File: config.mk
export PLATFORM = sky130hd
export DESIGN_NAME = scancode_to_ascii_translator_top
export DESIGN_NICKNAME = d
export VERILOG_FILES = /design/src/design/s2a_pkg.sv /design/src/design/scancode_to_ascii_translator_top.sv /design/src/design/s2a_front.sv /design/src/design/s2a_queue.sv /design/src/design/s2a_back.sv
export SDC_FILE = /design/constraint.sdc
export NUM_CORES = 1
export LEC_CHECK = 0
export ABC_AREA = 0
export BUFFER_PORTS_ARGS = -buffer_cell sky130_fd_sc_hd__clkbuf_2
export CORE_ASPECT_RATIO = 1.4
export CORE_MARGIN = 10
export CORE_UTILIZATION = 25
export DETAILED_ROUTE_END_ITERATION = 8
export PLACE_DENSITY = 0.4
export SLEW_MARGIN = 10
export SYNTH_ARGS = -nofsm -noshare
export SYNTH_HDL_FRONTEND = slang
export SYNTH_HIERARCHICAL = 1
export SYNTH_SLANG_ARGS = --single-unit
File: constraint.sdc
create_clock -name clk_i -period 5.05 [get_ports clk_i]
set_input_delay 0 -clock clk_i [delete_from_list [all_inputs] [get_ports clk_i]]
set_output_delay 0 -clock clk_i [all_outputs]
set_load 0.02 [all_outputs]
File: src/design/s2a_pkg.sv
`default_nettype none

package s2a_pkg;

  // Scancode byte values.
  localparam logic [7:0] CodePrefix = 8'hE0;

  // Key codes, release bit stripped.
  localparam logic [6:0] KeyEscape = 7'h01;
  localparam logic [6:0] KeyCtrl   = 7'h1D;
  localparam logic [6:0] KeyLShift = 7'h2A;
  localparam logic [6:0] KeyRShift = 7'h36;
  localparam logic [6:0] KeyCaps   = 7'h3A;

  // Extended key codes, seen after the prefix byte.
  localparam logic [6:0] ExtHome     = 7'h47;
  localparam logic [6:0] ExtUp       = 7'h48;
  localparam logic [6:0] ExtPageUp   = 7'h49;
  localparam logic [6:0] ExtLeft     = 7'h4B;
  localparam logic [6:0] ExtRight    = 7'h4D;
  localparam logic [6:0] ExtEnd      = 7'h4F;
  localparam logic [6:0] ExtDown     = 7'h50;
  localparam logic [6:0] ExtPageDown = 7'h51;

  // Character values.
  localparam logic [6:0] CharEsc     = 7'h1B;
  localparam logic [6:0] CharBracket = 7'h5B;
  localparam logic [6:0] CharTilde   = 7'h7E;
  localparam logic [6:0] CaseDelta   = 7'd32;

  // Number of bytes one command can carry.
  localparam int unsigned SeqLen = 4;

  // One queued command: up to four bytes and the index of the final one.
  typedef struct packed {
    logic [1:0]             last_idx;
    logic [SeqLen-1:0][6:0] chars;
  } s2a_cmd_t;

  // US layout, no modifier.
  localparam logic [6:0] MapPlain [64] = '{
    7'h00, 7'h00, 7'h31, 7'h32, 7'h33, 7'h34, 7'h35, 7'h36,
    7'h37, 7'h38, 7'h39, 7'h30, 7'h2D, 7'h3D, 7'h08, 7'h09,
    7'h71, 7'h77, 7'h65, 7'h72, 7'h74, 7'h79, 7'h75, 7'h69,
    7'h6F, 7'h70, 7'h5B, 7'h5D, 7'h0A, 7'h00, 7'h61, 7'h73,
    7'h64, 7'h66, 7'h67, 7'h68, 7'h6A, 7'h6B, 7'h6C, 7'h3B,
    7'h27, 7'h60, 7'h00, 7'h5C, 7'h7A, 7'h78, 7'h63, 7'h76,
    7'h62, 7'h6E, 7'h6D, 7'h2C, 7'h2E, 7'h2F, 7'h00, 7'h00,
    7'h00, 7'h20, 7'h00, 7'h00, 7'h00, 7'h00, 7'h00, 7'h00
  };

  // US layout with shift held.
  localparam logic [6:0] MapShift [64] = '{
    7'h00, 7'h00, 7'h21, 7'h40, 7'h23, 7'h24, 7'h25, 7'h5E,
    7'h26, 7'h2A, 7'h28, 7'h29, 7'h5F, 7'h2B, 7'h08, 7'h09,
    7'h51, 7'h57, 7'h45, 7'h52, 7'h54, 7'h59, 7'h55, 7'h49,
    7'h4F, 7'h50, 7'h7B, 7'h7D, 7'h0A, 7'h00, 7'h41, 7'h53,
    7'h44, 7'h46, 7'h47, 7'h48, 7'h4A, 7'h4B, 7'h4C, 7'h3A,
    7'h22, 7'h7E, 7'h00, 7'h7C, 7'h5A, 7'h58, 7'h43, 7'h56,
    7'h42, 7'h4E, 7'h4D, 7'h3C, 7'h3E, 7'h3F, 7'h00, 7'h00,
    7'h00, 7'h20, 7'h00, 7'h00, 7'h00, 7'h00, 7'h00, 7'h00
  };

endpackage

`default_nettype wire

File: src/design/scancode_to_ascii_translator_top.sv
`default_nettype none

// Channel  | Direction | Handshake              | Payload
// input    | in        | in_valid_i, in_stall_o | scancode_i[7:0]
// result   | out       | out_valid_o, out_stall_i | out_char_o[6:0], last_o
//
// A scancode is accepted in any cycle the command queue has room, so items
// can arrive back to back; a command is registered in the queue and then
// loaded from its head into the result register. The result side sends one
// byte per cycle while out_stall_i is low, so a key that gives an escape
// sequence holds the back end while it sends its three or four bytes.
// Reset clears the modifier flags, the queue and the result valid flag.
// A stalled result holds its byte while the queue keeps taking scancodes.

module scancode_to_ascii_translator_top
  import s2a_pkg::*;
#(
  parameter int unsigned QueueDepth = 4
) (
  input  wire logic       clk_i,
  input  wire logic       rst_ni,
  input  wire logic       in_valid_i,
  output logic            in_stall_o,
  input  wire logic [7:0] scancode_i,
  output logic            out_valid_o,
  input  wire logic       out_stall_i,
  output logic [6:0]      out_char_o,
  output logic            last_o
);

  s2a_cmd_t push_cmd;
  s2a_cmd_t head_cmd;
  logic     push;
  logic     q_full;
  logic     head_valid;
  logic     pop;

  // Classify scancodes and track modifiers.
  s2a_front u_front (
    .clk_i      (clk_i),
    .rst_ni     (rst_ni),
    .in_valid_i (in_valid_i),
    .in_stall_o (in_stall_o),
    .scancode_i (scancode_i),
    .q_full_i   (q_full),
    .push_o     (push),
    .cmd_o      (push_cmd)
  );

  // Commands waiting for the byte serializer.
  s2a_queue #(
    .Depth (QueueDepth)
  ) u_queue (
    .clk_i        (clk_i),
    .rst_ni       (rst_ni),
    .push_i       (push),
    .cmd_i        (push_cmd),
    .full_o       (q_full),
    .head_valid_o (head_valid),
    .head_o       (head_cmd),
    .pop_i        (pop)
  );

  // Send each command's bytes one per cycle unless the result is stalled.
  s2a_back u_back (
    .clk_i        (clk_i),
    .rst_ni       (rst_ni),
    .head_valid_i (head_valid),
    .head_i       (head_cmd),
    .pop_o        (pop),
    .out_valid_o  (out_valid_o),
    .out_stall_i  (out_stall_i),
    .out_char_o   (out_char_o),
    .last_o       (last_o)
  );

endmodule

`default_nettype wire

File: src/design/s2a_front.sv
`default_nettype none

module s2a_front
  import s2a_pkg::*;
(
  input  wire logic     clk_i,
  input  wire logic     rst_ni,
  input  wire logic     in_valid_i,
  output logic          in_stall_o,
  input  wire logic [7:0] scancode_i,
  input  wire logic     q_full_i,
  output logic          push_o,
  output s2a_cmd_t      cmd_o
);

  logic       shift_q, shift_d;
  logic       ctrl_q, ctrl_d;
  logic       caps_q, caps_d;
  logic       prefix_q, prefix_d;
  logic       accept;
  logic [6:0] key;
  logic [6:0] plain_c;
  logic [6:0] shift_c;
  logic [6:0] map_c;
  logic [6:0] caps_c;
  logic       plain_lower;
  logic       plain_upper;
  logic       map_lower;
  logic       map_upper;

  // Items are taken whenever the queue has room.
  assign in_stall_o = q_full_i;
  assign accept     = in_valid_i && !q_full_i;
  assign key        = scancode_i[6:0];

  // Table lookups; codes at or above 64 map to nothing.
  assign plain_c = key[6] ? 7'h00 : MapPlain[key[5:0]];
  assign shift_c = key[6] ? 7'h00 : MapShift[key[5:0]];
  assign map_c   = shift_q ? shift_c : plain_c;

  assign plain_lower = (plain_c >= 7'h61) && (plain_c <= 7'h7A);
  assign plain_upper = (plain_c >= 7'h41) && (plain_c <= 7'h5A);
  assign map_lower   = (map_c >= 7'h61) && (map_c <= 7'h7A);
  assign map_upper   = (map_c >= 7'h41) && (map_c <= 7'h5A);

  // Caps lock swaps the case of a letter once.
  always_comb begin
    caps_c = map_c;
    if (caps_q && map_lower) begin
      caps_c = map_c - CaseDelta;
    end else if (caps_q && map_upper) begin
      caps_c = map_c + CaseDelta;
    end
  end

  // Classify the item, update modifiers and build the queued command.
  always_comb begin
    shift_d  = shift_q;
    ctrl_d   = ctrl_q;
    caps_d   = caps_q;
    prefix_d = prefix_q;
    push_o   = 1'b0;
    cmd_o    = '0;
    cmd_o.chars[0] = CharEsc;
    cmd_o.chars[1] = CharBracket;
    if (accept) begin
      if (scancode_i == CodePrefix) begin
        prefix_d = 1'b1;
      end else begin
        prefix_d = 1'b0;
        if (scancode_i[7]) begin
          if (!prefix_q && (key == KeyLShift || key == KeyRShift)) begin
            shift_d = 1'b0;
          end
          if (key == KeyCtrl) begin
            ctrl_d = 1'b0;
          end
        end else if (prefix_q) begin
          cmd_o.last_idx = 2'd2;
          unique case (key)
            ExtUp: begin
              push_o = 1'b1;
              cmd_o.chars[2] = 7'h41;
            end
            ExtDown: begin
              push_o = 1'b1;
              cmd_o.chars[2] = 7'h42;
            end
            ExtRight: begin
              push_o = 1'b1;
              cmd_o.chars[2] = 7'h43;
            end
            ExtLeft: begin
              push_o = 1'b1;
              cmd_o.chars[2] = 7'h44;
            end
            ExtHome: begin
              push_o = 1'b1;
              cmd_o.chars[2] = 7'h48;
            end
            ExtEnd: begin
              push_o = 1'b1;
              cmd_o.chars[2] = 7'h46;
            end
            ExtPageUp: begin
              push_o = 1'b1;
              cmd_o.last_idx = 2'd3;
              cmd_o.chars[2] = 7'h35;
              cmd_o.chars[3] = CharTilde;
            end
            ExtPageDown: begin
              push_o = 1'b1;
              cmd_o.last_idx = 2'd3;
              cmd_o.chars[2] = 7'h36;
              cmd_o.chars[3] = CharTilde;
            end
            KeyCtrl: begin
              ctrl_d = 1'b1;
            end
            default: begin
            end
          endcase
        end else begin
          cmd_o.last_idx = 2'd0;
          priority if (key == KeyLShift || key == KeyRShift) begin
            shift_d = 1'b1;
          end else if (key == KeyCtrl) begin
            ctrl_d = 1'b1;
          end else if (key == KeyCaps) begin
            caps_d = !caps_q;
          end else if (key == KeyEscape) begin
            push_o = 1'b1;
            cmd_o.chars[0] = CharEsc;
          end else if (ctrl_q) begin
            // Letters become control codes 1 to 26.
            if (plain_lower) begin
              push_o = 1'b1;
              cmd_o.chars[0] = plain_c - 7'h60;
            end else if (plain_upper) begin
              push_o = 1'b1;
              cmd_o.chars[0] = plain_c - 7'h40;
            end
          end else begin
            push_o = (caps_c != 7'h00);
            cmd_o.chars[0] = caps_c;
          end
        end
      end
    end
  end

  // Modifier and prefix state.
  always_ff @(posedge clk_i or negedge rst_ni) begin
    if (!rst_ni) begin
      shift_q  <= 1'b0;
      ctrl_q   <= 1'b0;
      caps_q   <= 1'b0;
      prefix_q <= 1'b0;
    end else begin
      shift_q  <= shift_d;
      ctrl_q   <= ctrl_d;
      caps_q   <= caps_d;
      prefix_q <= prefix_d;
    end
  end

endmodule

`default_nettype wire

File: src/design/s2a_queue.sv
`default_nettype none

module s2a_queue
  import s2a_pkg::*;
#(
  parameter int unsigned Depth = 4
) (
  input  wire logic clk_i,
  input  wire logic rst_ni,
  input  wire logic push_i,
  input  s2a_cmd_t  cmd_i,
  output logic      full_o,
  output logic      head_valid_o,
  output s2a_cmd_t  head_o,
  input  wire logic pop_i
);

  localparam int unsigned PtrW = $clog2(Depth);
  localparam int unsigned CntW = $clog2(Depth + 1);

  s2a_cmd_t        entries_q [Depth];
  logic [PtrW-1:0] wr_ptr_q, wr_ptr_d;
  logic [PtrW-1:0] rd_ptr_q, rd_ptr_d;
  logic [CntW-1:0] count_q, count_d;
  logic            do_push;
  logic            do_pop;

  assign full_o       = (count_q == CntW'(Depth));
  assign head_valid_o = (count_q != '0);
  assign head_o       = entries_q[rd_ptr_q];
  assign do_push      = push_i && !full_o;
  assign do_pop       = pop_i && head_valid_o;

  // Pointer and fill count update.
  always_comb begin
    wr_ptr_d = wr_ptr_q;
    rd_ptr_d = rd_ptr_q;
    count_d  = count_q;
    if (do_push) begin
      wr_ptr_d = (wr_ptr_q == PtrW'(Depth - 1)) ? '0 : wr_ptr_q + 1'b1;
    end
    if (do_pop) begin
      rd_ptr_d = (rd_ptr_q == PtrW'(Depth - 1)) ? '0 : rd_ptr_q + 1'b1;
    end
    if (do_push && !do_pop) begin
      count_d = count_q + 1'b1;
    end else if (do_pop && !do_push) begin
      count_d = count_q - 1'b1;
    end
  end

  always_ff @(posedge clk_i or negedge rst_ni) begin
    if (!rst_ni) begin
      wr_ptr_q <= '0;
      rd_ptr_q <= '0;
      count_q  <= '0;
    end else begin
      wr_ptr_q <= wr_ptr_d;
      rd_ptr_q <= rd_ptr_d;
      count_q  <= count_d;
    end
  end

  // Entry storage.
  always_ff @(posedge clk_i) begin
    if (do_push) begin
      entries_q[wr_ptr_q] <= cmd_i;
    end
  end

endmodule

`default_nettype wire

File: src/design/s2a_back.sv
`default_nettype none

module s2a_back
  import s2a_pkg::*;
(
  input  wire logic       clk_i,
  input  wire logic       rst_ni,
  input  wire logic       head_valid_i,
  input  s2a_cmd_t        head_i,
  output logic            pop_o,
  output logic            out_valid_o,
  input  wire logic       out_stall_i,
  output logic [6:0]      out_char_o,
  output logic            last_o
);

  logic       out_valid_q, out_valid_d;
  logic [6:0] out_char_q;
  logic       last_q;
  logic [1:0] idx_q, idx_d;
  logic       load;
  logic       is_last;

  // The output register takes a new byte when it is empty or being drained.
  assign load    = head_valid_i && (!out_valid_q || !out_stall_i);
  assign is_last = (idx_q == head_i.last_idx);
  assign pop_o   = load && is_last;

  always_comb begin
    idx_d       = idx_q;
    out_valid_d = out_valid_q;
    if (load) begin
      out_valid_d = 1'b1;
      idx_d       = is_last ? 2'd0 : idx_q + 2'd1;
    end else if (!out_stall_i) begin
      out_valid_d = 1'b0;
    end
  end

  always_ff @(posedge clk_i or negedge rst_ni) begin
    if (!rst_ni) begin
      out_valid_q <= 1'b0;
      idx_q       <= 2'd0;
    end else begin
      out_valid_q <= out_valid_d;
      idx_q       <= idx_d;
    end
  end

  // Output payload.
  always_ff @(posedge clk_i) begin
    if (load) begin
      out_char_q <= head_i.chars[idx_q];
      last_q     <= is_last;
    end
  end

  assign out_valid_o = out_valid_q;
  assign out_char_o  = out_char_q;
  assign last_o      = last_q;

endmodule

`default_nettype wire

---- Word level (Yosys, flattened, before mapping) ----
Memories as Yosys holds them, arrays and structs flattened.
Index checks and enable logic that the tools add are counted.
operators by class
  add/sub/neg operators ................... 9
  order comparisons ....................... 10
  equality and inequality tests ........... 23
  muxes and demuxes ....................... 60
  bitwise operators ....................... 6
  reduce and logical (&&, ||, !) cells .... 32
operators by type and width
  cell                 number
  $mux 7               21
  $eq 7x7->1 const B   8
  $pmux 7 s8           1
  $mux 16              3
  $ge 7x7->1 const B   5
  $le 7x7->1 const B   4
  $mux 1               26
  $eq 7x6->1 const B   3
  $bmux 7 s2           1
  $logic_and 1x1->1    14
  $mux 14              1
  $sub 7x7->7 const B  2
  $eq 8x8->1 const B   1
  $mux 2               4
  $mux 8               1
  $reduce_or 8->1      1
  $add 7x6->7 const B  1
  $eq 7x1->1 const B   1
  $eq 7x5->1 const B   1
  $logic_not 1->1      7
  $not 6->7            1
  $reduce_and 7->1     1
  $reduce_bool 7->1    1
  $sub 7x6->7 const B  1
  18 further kinds     30
word-level totals
  register bits after elaboration ......... 22
  memory bits (writable) .................. 92
  ROM bits ................................ 896
  input port bits ......................... 12
  memories kept ........................... 3
memories
  name               depth  bits a word  read ports  clocked after memory_dff  wr ports  line             source
  (no name shown)    64     7            1           0                         0         s2a_front.sv:37  assign plain_c = key[6] ? 7'h00 : MapPlain[key[5:0]];
  (no name shown)    64     7            1           0                         0         s2a_front.sv:38  assign shift_c = key[6] ? 7'h00 : MapShift[key[5:0]];
  u_queue.entries_q  4      23           1           0                         1         s2a_queue.sv:21  s2a_cmd_t entries_q [Depth];

---- Longest topological paths before layout ----
  word-level depth ........................ 26
  depth in mapped cells ................... 23
  mapped depth without buffers ............ 21

---- By module ----
Netlist, hierarchy kept.
modules (own cells, without submodules)
  module     times used  cells an instance  area an instance (um^2)  seq. area each (um^2)
  s2a_queue  1           194                4842.1                   3778.6
  s2a_front  1           355                2484.9                   100.1
  s2a_back   1           34                 598.1                    315.3

---- Worst setup path after synthesis ----
OpenSTA, ideal clock, no wires.
  kind .................................... input to register
  from .................................... input port scancode_i[0]
  to ...................................... register u_queue.count_q[2]
  arrival time ............................ 4396 ps
  data required time ...................... 4971 ps
  slack ................................... 575 ps
  cell stages on the path ................. 21
  path buffers ............................ 2
  cells stage by stage .................... clkbuf_1 > inv_1 > ha_1 > or2_1 > a221o_1 > and3_4 > or4b_4 > a221oi_4 > a311o_1 > o2111a_2 > mux2i_1 > o21ai_0 > a31oi_1 > nor2b_2 > buf_6 > ha_1 > inv_1 > fa_1 > xor2_1 > nor2_1 > xor2_1
on the way
  longest elaborated chain between the ends .. 25
  elaborated cells on any way between the ends .. 63
  those cells by class .................... add/sub (2); order compare (8); eq/ne (14); mux (22); bitwise (1); reduce/logical (14); memory (2)
RTL lines
  element                                          line                                    source
  start: declaration                               scancode_to_ascii_translator_top.sv:24  input wire logic [7:0] scancode_i,
  $not 6->7 (not written as such)                  s2a_front.sv:37, s2a_front.sv:38
  $mem_v2 64x7, on equally long branches           --
  $mux 7, on equally long branches (3 in series)   s2a_front.sv:37, s2a_front.sv:38
  $mux 7                                           s2a_front.sv:39                         assign map_c = shift_q ? shift_c : plain_c;
  $ge 7x7->1 / $le 7x7->1 (equally long branches)  s2a_front.sv:44                         assign map_upper = (map_c >= 7'h41) && (map_c <= 7'h5A);
  $logic_and 1x1->1                                s2a_front.sv:44
  $logic_and 1x1->1                                s2a_front.sv:51                         end else if (caps_q && map_upper) begin
  $mux 7                                           s2a_front.sv:51
  (+9 left out)                                    --
  $mux 1 *                                         s2a_front.sv:67                         if (scancode_i == CodePrefix) begin
  $mux 1 *                                         s2a_front.sv:66                         if (accept) begin
  named net push                                   scancode_to_ascii_translator_top.sv:33  logic push;
  $logic_and 1x1->1 *                              s2a_queue.sv:31                         assign do_push = push_i && !full_o;
  named net u_queue.do_push                        s2a_queue.sv:25                         logic do_push;
  $logic_not 1->1                                  s2a_queue.sv:47                         end else if (do_pop && !do_push) begin
  $logic_and 1x1->1                                s2a_queue.sv:47
  $reduce_bool 2->1 (no source line)               --
  end signal: assignment                           s2a_queue.sv:60                         count_q <= count_d;
  end: declaration                                 s2a_queue.sv:24                         logic [CntW-1:0] count_q, count_d;
The timed path passes the listed nets; every way through them passes the cells marked *. The select of a mux whose other input is x is not followed.
A chain may end at the register's enable or synchronous reset.

---- Worst setup path in the final report ----
  from .................................... input port scancode_i[1]
  to ...................................... register u_queue.count_q[2]
on the way
  longest elaborated chain between the ends .. 25
  elaborated cells on any way between the ends .. 63
  those cells by class .................... add/sub (2); order compare (8); eq/ne (14); mux (22); bitwise (1); reduce/logical (14); memory (2)
RTL lines
  element                                          line                                    source
  $not 6->7 (not written as such)                  s2a_front.sv:37, s2a_front.sv:38
  $mem_v2 64x7, on equally long branches           --
  $mux 7, on equally long branches (3 in series)   s2a_front.sv:37, s2a_front.sv:38
  $mux 7                                           s2a_front.sv:39
  $ge 7x7->1 / $le 7x7->1 (equally long branches)  s2a_front.sv:44
  $logic_and 1x1->1                                s2a_front.sv:44
  $logic_and 1x1->1                                s2a_front.sv:51
  $mux 7                                           s2a_front.sv:51
  (+8 left out)                                    --
  $mux 1                                           s2a_front.sv:71                         if (scancode_i[7]) begin
  $mux 1 *                                         s2a_front.sv:67
  $mux 1 *                                         s2a_front.sv:66
  named net push                                   scancode_to_ascii_translator_top.sv:33
  $logic_and 1x1->1 *                              s2a_queue.sv:31
  $logic_not 1->1                                  s2a_queue.sv:47
  $logic_and 1x1->1                                s2a_queue.sv:47
  $reduce_bool 2->1 (no source line)               --
Marks and branches as above.

==> metrics.sh <==
RUN_STATUS='finished clean'
TOTAL_COUNT_OF_HOLD_CHECK_FAILURES_IN_THE_FINAL_REPORT=0
REGISTER_BIT_TOTAL_FROM_SYNTHESIS=142
FINISH.NET_COUNT=631
VDD_IR_DROP_MAX_mV=0.222
POST_SYNTH_NUM_CELL_TYPES=95
FINAL.SETUP_SKEW_PS=9.43
TIMING_MAX_TRANSITION_VIOLATIONS_FINAL=0
POSTLAYOUTSETUPSLACKWORST_PS=647
POSTROUTEANTENNANETS=0
PRE_CTS_SLACK_PS=250
CRIT_PATH_CELL_TRACE='clkbuf_2 > inv_1 > buf_4 > ha_1 > nand3b_1 > a311o_1 > a311o_2 > a2bb2oi_2 > ha_1 > o2111a_1 > o22ai_1 > o2111a_2 > mux2i_1 > o21ai_0 > a31oi_1 > nor2b_2 > ha_1 > inv_1 > fa_1 > xor2_1 > nor2_1 > xor2_1'
FIN_CRIT_SH_PCT=87.2
SYNTH_AREA_PER_CELL_SQ_UM=13.6
LAYOUT.CELLS.NON_FILLER=1003
SYNTHESIS.AREA_SQ_UM=7930
CTS_POST_SETUP_BUFFERS_INSERTED=0
DIE-WIDTH_UM=170
FP.DIEH_UM=231
HOLDWS_PS=45.8
FIRST_GLOBAL_VIAS=5285
ANTENNA-DIODE-COUNT=0
TIMING.CRITICAL_PATH.ARRIVAL_PS=4740
POST-DP-HPWL_MM=13.9
GRT_PASS1_WL_MM=32.1
MAX_FREQ_MHz=227
SYNTHFLOPTYPE='sky130_fd_sc_hd__edfxtp_1'
CPMOSTUSEDCELL='sky130_fd_sc_hd__ha_1'
CLK_PIN_SLEW_PS=60
STATIC-LEAKAGE-POWER_nW=3.04
PLACEMENTROWS=77
FINAL.MIN_CLOCK_PERIOD_PS=4400
POSTPLACECELLAREA_SQ_UM=8350
AREA_DELTA_SYNTH_FINAL_PCT=13.5
PORT_BUFFERS=21
SYNTH_EDF_COUNT=128
IOPINCOUNT=22
SLEW_HEADROOM_PCT=20.3
CLOCKBUFFERDEPTH=2
POWER.DENSITY_CELL_AREA_nW_PER_UM2=451
CTS_BUFFERS=17
WL_PER_CELL_UM=20.3
CAP_VIOL_MAX_COUNT=0
DETAILEDROUTE.FIRSTITERATIONVIOLATIONS=341
TIMING_WORST_SETUP_PATH_TYPE='input pin to register'
INSERTION_DELAY_PS=420
INITIAL_ANTENNA_VIOLATION_COUNT=0
COREAREA_SQ_UM=31400
HOLD_PATH_CLASS='input pin to asynchronous set/reset pin'
LEADING_CELL_TYPES_IN_THE_LAYOUT_FILL_AND_TAPS_EXCLUDED='128 x sky130_fd_sc_hd__edfxtp_1, 37 x sky130_fd_sc_hd__mux4_2, 27 x sky130_fd_sc_hd__nor2_1'
POST_ROUTE_TOTAL_POWER_mW=4.06
FILLCELLCOUNT=3181
YOSYSWARNINGCOUNT=6
RSZ0062_AT_GRT='no'
WORSTSETUPENDPOINTTYPE='register'
YS_SEQ_AREA_SHARE_PCT=52.9
CRITPATHMAXSTAGEDELAY_PS=440
SETUP_VIOL=0
ROOT_BUFFER='sky130_fd_sc_hd__clkbuf_16'
GLOBALPLACE.CONGESTION=0.878
TIGHTEST_SLEW_PS=1180
FINISH.UTILIZATION_PCT=28.6
CRIT_PATH_TOP_DELAY_CELL='sky130_fd_sc_hd__a311o_2'
YS_ASYNC_SR_FRACTION_PCT=9.86
FIRSTDRTPASSITERS=5
DPL.CELL_COUNT=968
CRIT_PATH_MAX_FO=17
TNS_PS=0
ROUTED-VIA-COUNT=5044
AVERAGE_VIA_COUNT_PER_STANDARD_CELL=5.03
FINAL_DESIGN_AREA_NO_FILL_SQ_UM=8990
CRITICAL_PATH_REQUIRED_PS=5380
TRITONCTS='yes'
SYN_INST=583
CLOCK_SINK_COUNT=142
GLOBALROUTEOVERFLOWTOTAL=0
LAYOUT.CELLS.MOST_COMMON='sky130_fd_sc_hd__edfxtp_1'
H_TREE_LEVELS=4
POSTROUTEWIRELENGTH_MM=20.4
DIEAREA_SQ_UM=39300
GRT_MAX_DEGREE=50
INITIAL_UTILIZATION_PCT=25.2
TOTAL_DRC_ERRORS_IN_THE_ROUTED_LAYOUT=0
FINAL_LAYOUT_SIZE_SUFFIX_GT1_SHARE_PCT=23.2
CRITPATHLAUNCHTYPE='input pin'
TRACK_USAGE_PCT=10.6
-- power breakdown --
part | total [mW] | switching (mW) | internal (mW)
Clock | 1.27 | 0.456 | 0.817
Sequential | 1.58 | 0.113 | 1.47
Combinational | 1.21 | 0.629 | 0.579
Total | 4.06 | 1.20 | 2.86
-- state kept, by name (all words and copies together) (netlist names) --
signal and count:
u_queue/wr_ptr_q 2, u_front/ctrl_q 1, u_queue/rd_ptr_q 2, u_back/out_valid_o 1, u_back/idx_q 2, u_queue/entries_q 120, u_front/prefix_q 1, u_back/last_o 1
u_queue/count_q 3, u_front/shift_q 1, u_front/caps_q 1, u_back/out_char_o 7
-- worst max-delay path, delay by kind of cell --
family	cells	cell delay (ps)
fa+ha+maj	4	1300
mux	1	190
buf+inv	4	590
simple gates	3	490
compound gates	8	1820
xor+xnor	2	340
-- layout make-up --
| class | instances | area [sq um] | share of cell area, % |
|---|---|---|---|
| Sequential cell | 142 | 4200 | 46.7 |
| Multi-Input combinational cell | 371 | 3280 | 36.5 |
| Tap cell | 395 | 494 | 5.50 |
| Clock buffer | 18 | 429 | 4.77 |
| Timing Repair Buffer | 43 | 343 | 3.81 |
| Clock inverter | 13 | 171 | 1.91 |
| Inverter | 21 | 78.8 | 0.877 |
-- path summary, 6_finish.rpt --
kind / from / endpoint / slack (ps) / cells after the start
max: scancode_i[1] / u_queue/count_q[2]$_DFFE_PN0P_ / 650 / 22
min in group clk_i: out_stall_i / u_back/out_valid_o$_DFFE_PN0P_ / 350 / 3
min reg2reg: u_back/out_valid_o$_DFFE_PN0P_ / u_back/out_valid_o$_DFFE_PN0P_ / 510 / 1
max in group asynchronous: rst_ni / u_queue/rd_ptr_q[0]$_DFFE_PN0P_ / 4680 / 2
min: rst_ni / u_queue/wr_ptr_q[0]$_DFFE_PN0P_ / 50 / 2
max reg2reg: u_front/shift_q$_DFFE_PN0P_ / u_queue/count_q[2]$_DFFE_PN0P_ / 940 / 16
-- layer usage --
metal	wire, um	share of wire [%]	track usage (%)	vias to the layer above
li1	-	-	-	2288
met1	8340	41	12.1	2596
met2	11000	54	19.0	127
met3	577	2.8	1.86	33
met4	507	2.5	4.37	0
met5	0	0	0	-
-- timing repair --
| item | CTS | global route |
|---|---|---|
| endpoints found under the setup margin | 0 | 0 |
| endpoints found under the hold margin | 18 | 0 |
| hold buffers | 4 | 0 |
| resized for setup | 0 | 0 |
-- kinds of logic (layout without fill, tap and decap cells) --
| family | count (synthesis) | after routing | share of synthesized area (%) |
|---|---|---|---|
| compound gates | 126 | 126 | 11.9 |
| buf+inv | 76 | 95 | 6.00 |
| simple gates | 154 | 154 | 11.4 |
| fa+ha+maj | 23 | 23 | 3.73 |
| xor+xnor | 8 | 8 | 0.979 |
| mux | 52 | 52 | 12.9 |
| flops | 142 | 142 | 52.9 |
| other cells | 2 | 8 | 0.0948 |
-- Yosys cell counts, drive strengths merged, types with 11 or more instances --
cell type | n | share of area (%)
a21oi | 23 | 1.6
mux4 | 38 | 11
and2 | 11 | 0.96
edfxtp | 128 | 49
nand3 | 11 | 0.69
o21ai | 24 | 1.5
buf | 43 | 4.4
ha | 22 | 3.5
nor2b | 14 | 1.1
nand2 | 20 | 1.0
nor2 | 29 | 1.4
nand2b | 16 | 1.3
dfrtp | 14 | 4.4
clkbuf | 12 | 0.57
inv | 20 | 0.95
No activity file was read; power rests on OpenSTA's default activity.
